--- src/design/psc_pkg.sv ---
// Shared types and constants for the per-stream packet sequence checker.
`default_nettype none
package psc_pkg;

  localparam logic [1:0] MODE_PACKET = 2'd0;
  localparam logic [1:0] MODE_INIT   = 2'd1;
  localparam logic [1:0] MODE_CLEAR  = 2'd2;

  localparam logic [1:0] FRAG_MIDDLE = 2'd0;
  localparam logic [1:0] FRAG_BEGIN  = 2'd1;
  localparam logic [1:0] FRAG_END    = 2'd2;
  localparam logic [1:0] FRAG_SINGLE = 2'd3;

  localparam logic [1:0] ST_OK            = 2'd0;
  localparam logic [1:0] ST_BAD_ID        = 2'd1;
  localparam logic [1:0] ST_MISMATCH      = 2'd2;
  localparam logic [1:0] ST_NOT_STREAMING = 2'd3;

  localparam logic [15:0] FIRST_PKT_ID = 16'd1;
  localparam int unsigned MASK_BITS = 16;

  // indexed [previous][next]
  localparam logic [3:0] FRAG_ALLOWED [4] = '{4'b0101, 4'b0101, 4'b1010, 4'b1010};

  typedef struct packed {
    logic [1:0]  mode;
    logic [15:0] stream_id;
    logic [15:0] packet_id;
    logic [15:0] msg_type;
    logic [1:0]  frag_flags;
  } in_word_t;

  typedef struct packed {
    logic [1:0] status;
    logic       forward;
    logic       loss_flag;
    logic       id_gap;
    logic       frag_error;
  } out_word_t;

  typedef struct packed {
    logic [15:0] expected_id;
    logic [1:0]  last_frag;
    logic [15:0] frame_msg_type;
    logic        loss_seen;
  } ctx_t;

  typedef struct packed {
    logic in_range;
    logic enabled;
  } strm_info_t;

endpackage
`default_nettype wire

--- src/design/psc_ctx_update.sv ---
// Per-stream context update and result generation for one word.
`default_nettype none
module psc_ctx_update (
  input  psc_pkg::in_word_t   item_i,
  input  psc_pkg::ctx_t       ctx_i,
  input  psc_pkg::strm_info_t info_i,
  output psc_pkg::ctx_t       ctx_o,
  output logic                we_o,
  output psc_pkg::out_word_t  res_o
);
  import psc_pkg::*;

  logic gap, ferr, loss_a, loss_b, mism;

  always_comb begin
    gap    = item_i.packet_id != ctx_i.expected_id;
    loss_a = ctx_i.loss_seen | gap;
    ferr   = !loss_a && !FRAG_ALLOWED[ctx_i.last_frag][item_i.frag_flags];
    loss_b = loss_a | ferr;
    mism   = !item_i.frag_flags[0] && !loss_b && (item_i.msg_type != ctx_i.frame_msg_type);
  end

  always_comb begin
    res_o = '0;
    ctx_o = ctx_i;
    we_o  = 1'b0;
    priority if (item_i.mode != MODE_PACKET && item_i.mode != MODE_INIT &&
                 item_i.mode != MODE_CLEAR) begin
      res_o = '0;
    end else if (!info_i.in_range) begin
      res_o.status = ST_BAD_ID;
    end else if (item_i.mode == MODE_INIT) begin
      we_o  = 1'b1;
      ctx_o = '{expected_id: FIRST_PKT_ID, last_frag: FRAG_END,
                frame_msg_type: '0, loss_seen: 1'b0};
    end else if (item_i.mode == MODE_CLEAR) begin
      we_o            = 1'b1;
      ctx_o.loss_seen = 1'b0;
    end else begin
      we_o                 = 1'b1;
      ctx_o.expected_id    = item_i.packet_id + 16'd1;
      ctx_o.last_frag      = item_i.frag_flags;
      ctx_o.frame_msg_type = item_i.frag_flags[0] ? item_i.msg_type : ctx_i.frame_msg_type;
      ctx_o.loss_seen      = loss_b | mism;
      res_o.id_gap         = gap;
      res_o.frag_error     = ferr;
      res_o.loss_flag      = loss_b | mism;
      res_o.forward        = !mism && info_i.enabled;
      priority if (mism) begin
        res_o.status = ST_MISMATCH;
      end else if (!info_i.enabled) begin
        res_o.status = ST_NOT_STREAMING;
      end else begin
        res_o.status = ST_OK;
      end
    end
  end

endmodule
`default_nettype wire

--- config.mk ---
export PLATFORM = sky130hd
export DESIGN_NAME = psc_ctx_update
export DESIGN_NICKNAME = d
export VERILOG_FILES = /design/src/design/psc_pkg.sv /design/src/design/psc_ctx_update.sv
export SDC_FILE = /design/constraint.sdc
export NUM_CORES = 1
export LEC_CHECK = 0
export BUFFER_PORTS_ARGS = -buffer_cell sky130_fd_sc_hd__buf_4
export CELL_PAD_IN_SITES_DETAIL_PLACEMENT = 0
export CELL_PAD_IN_SITES_GLOBAL_PLACEMENT = 1
export CORE_MARGIN = 2
export CORE_UTILIZATION = 23
export DETAILED_ROUTE_END_ITERATION = 10
export PLACE_DENSITY_LB_ADDON = 0.1
export SYNTH_ARGS = -nofsm -noshare
export SYNTH_HDL_FRONTEND = slang
export SYNTH_SLANG_ARGS = --single-unit
--- constraint.sdc ---
create_clock -name vclk -period 2
set_clock_uncertainty 0.1 [all_clocks]
set_input_delay 0.4 -clock vclk [all_inputs]
set_output_delay 0.4 -clock vclk [all_outputs]
set_load 0.005 [all_outputs]
==> summary.txt <==
Final layout
  • Layout cell share with drive strength beyond 1: 62.5%
  • Final net count: approximately 400
  • Non-filler cells, final: 377
  • Post-Layout Inst Area: 2760 sq um
  • Sequential cells: 0
  • Diode count: 0
  • Most common cell after layout, fill and taps aside: buf_4
  • Clock buffers: 0
  • Most frequent cells in the layout: buf_4 (124), xor2_1 (25), nand2_1 (21), buf_6 (21), a22o_1 (16)
  • Core Util, Final: between 50% and 60%
  • Register area: 0 sq um
  • P&R area growth vs syn: 128%
  • Fill count: 502

Floorplan
  • Die Area: 5860 sq um
  • Die Span Y: 76.6 um
  • Core ar.: 5110 sq um
  • Row cnt: 26
  • Die span in x: 76.6 um
  • Starting Density: 23.7%
  • Ports: around 130

Global routing
  • Initial antenna violation count: 0
  • First-pass GRT wire length: 8050 um
  • Total track usage: 16.0%
  • Largest net degree at the start of global routing: 18
  • Total grt overflow: 0
  • Vias in the first global route: 1732

Power and ir drop
  • Int Pwr: 350 uW
  • LEAKAGE: between 0.001 and 0.0015 uW
  • Clock share of power: 0%
  • Maximum VDD drop: 87.9 uV
  • Net Sw Frac: 39.4%
  • Pwr Total: just under 600 uW
  • Switching power: 227 uW
  • Comb pwr share: 100.0%
  • Power per standard cell area: 209 nW/um^2
  • Sequential Power Share: 0%

Setup path
  • WS Path Type: in2out
  • Endpoint type of the worst setup path: output pin
  • Worst EP arrival: 1.79 ns
  • WP data required: 1.50 ns
  • Crit start category: primary input
  • Max FO, Critical Path: 4

Status
  • Failing checks: negative setup slack
  • Status: complete, but fails checks

Yosys
  • Synth Area in Compound Gates: between 20% and 30%
  • Warnings, synthesis: 0
  • Synth Area in XOR/XNOR: 34.6%
  • Sequential area share after synthesis: 0%
  • Syn_area_per_cell: 7.43 sq um
  • Mapped cell area: 1210 sq um
  • Simple-gate portion of the synthesized area: 30.4%
  • Adder-cell share of the synthesized area: approximately 1.0%
  • Post-synth cell types: around 40
  • Post-synth net total: 253
  • Syn Inst Count: 163
  • Mux cell area share after synthesis: 0%
  • Largest family of logic cells by synthesized area: XOR/XNOR gates

Min path
  • Worst Hold Class: in2out

Placement
  • Setup WS pre-CTS: -0.356 ns
  • Placed Cells: 371
  • IO Port Bufs: 115
  • Placed Area: ~2400 sq um
  • GPL Wtd Cong: 0.784
  • DP HPWL: between 4000 and 5000 um

Flow run
  • MaxCap Viol Count: 0

STA
  • Final WS setup: -0.289 ns
  • Setup-failing EPs final: 12
  • Final period utilization: 114%
  • Slew of the pin with the lowest slew margin: 0.317 ns
  • Hold Violations, Final: 0
  • F_max: approximately 440 MHz
  • Fin. max-slew vios: 0
  • Slew HR: 78.7%
  • RSZ-0062 raised after global routing: true
  • Min Tclk post-route: 2.29 ns

Drt
  • Routed vias/inst: 4.64
  • Via count: about 1.8k
  • Post-Route WL: 5020 um
  • Final ANT Viol Nets: 0
  • Pre-antenna DRT Iters: 4
  • 1st-iter DRT viols: 52
  • Routed len/inst: 13.3 um
  • DRC viols: 0
cell families (layout without fill, tap and decap cells):
| kind of cell | count (synthesis) | count (layout) |
|---|---|---|
| AND/OR/NAND/NOR | 61 | 61 |
| buffers and inverters | 12 | 156 |
| AO/OA/AOI/OAI | 42 | 42 |
| XOR/XNOR | 47 | 47 |
| adder cells (fa/ha/maj) | 1 | 1 |
cell type report:
| cell class | count | area [sq um] | area share [%] |
|---|---|---|---|
| inverters | 2 | 15.0 | 0.543 |
| multi-input cells | 151 | 1340 | 48.6 |
| well taps | 70 | 87.6 | 3.17 |
| repair buffers | 154 | 1320 | 47.7 |
layer usage:
layer	vias up	share of wire, %	track usage [%]
li1	877	-	-
met1	807	40	18.7
met2	60	54	32.2
met3	6	4.8	1.07
met4	0	1.6	2.18
met5	-	0	0
worst max-delay path, cell delays in order:
cell and delay, ns:
buf_8 0.11, xnor2_4 0.17, nand4_1 0.17, nor4_4 0.40, nand3b_1 0.19, and3_1 0.21
buf_4 0.13
final timing paths:
| path | from | endpoint | slack [ns] | cells after the start |
|---|---|---|---|---|
| setup / recovery | item_i[20] | res_o[3] | -0.29 | 7 |
| hold / removal | info_i[0] | res_o[5] | 0.97 | 3 |
cells in the mapped netlist (all sizes together) (2+ instances only):
library cell | n | area share [%]
buf | 7 | 5.2
xor2 | 26 | 19
o31ai | 3 | 2.7
nand3 | 8 | 3.7
nor2 | 7 | 2.2
o21bai | 2 | 1.2
clkbuf | 3 | 1.8
nor4 | 6 | 5.6
nand2 | 21 | 6.5
nand4 | 7 | 4.9
and4 | 2 | 1.4
o21ai | 14 | 5.8
a21oi | 2 | 0.83
and3 | 2 | 1.0
xnor2 | 21 | 16
a21o | 2 | 1.2
a22o | 16 | 12
nand2b | 2 | 1.7
nor3 | 2 | 1.2
power by group through the flow:
stage                     registers (uW)  logic (uW)  clock network, uW
after floorplan                        0         189                  0
after global placement                 0         499                  0
after detailed placement               0         498                  0
after CTS                              0         531                  0
after global routing                   0         621                  0
final                                  0         577                  0
stage by stage:
stage	setup TNS (ns)	hold WS, ns
floorplan	0	0.751
global placement	-2.75	0.972
detailed placement	-2.66	0.969
CTS	-2.53	0.969
global route	-3.23	0.988
finish	-2.01	0.966
timing repair:
action,4_1_cts,5_1_grt
setup buffers,7,2
hold buffers,0,0
resized for setup,24,49
pin swaps,14,33
setup endpoints to repair,13,22
Power figures use the tool's default switching activity.
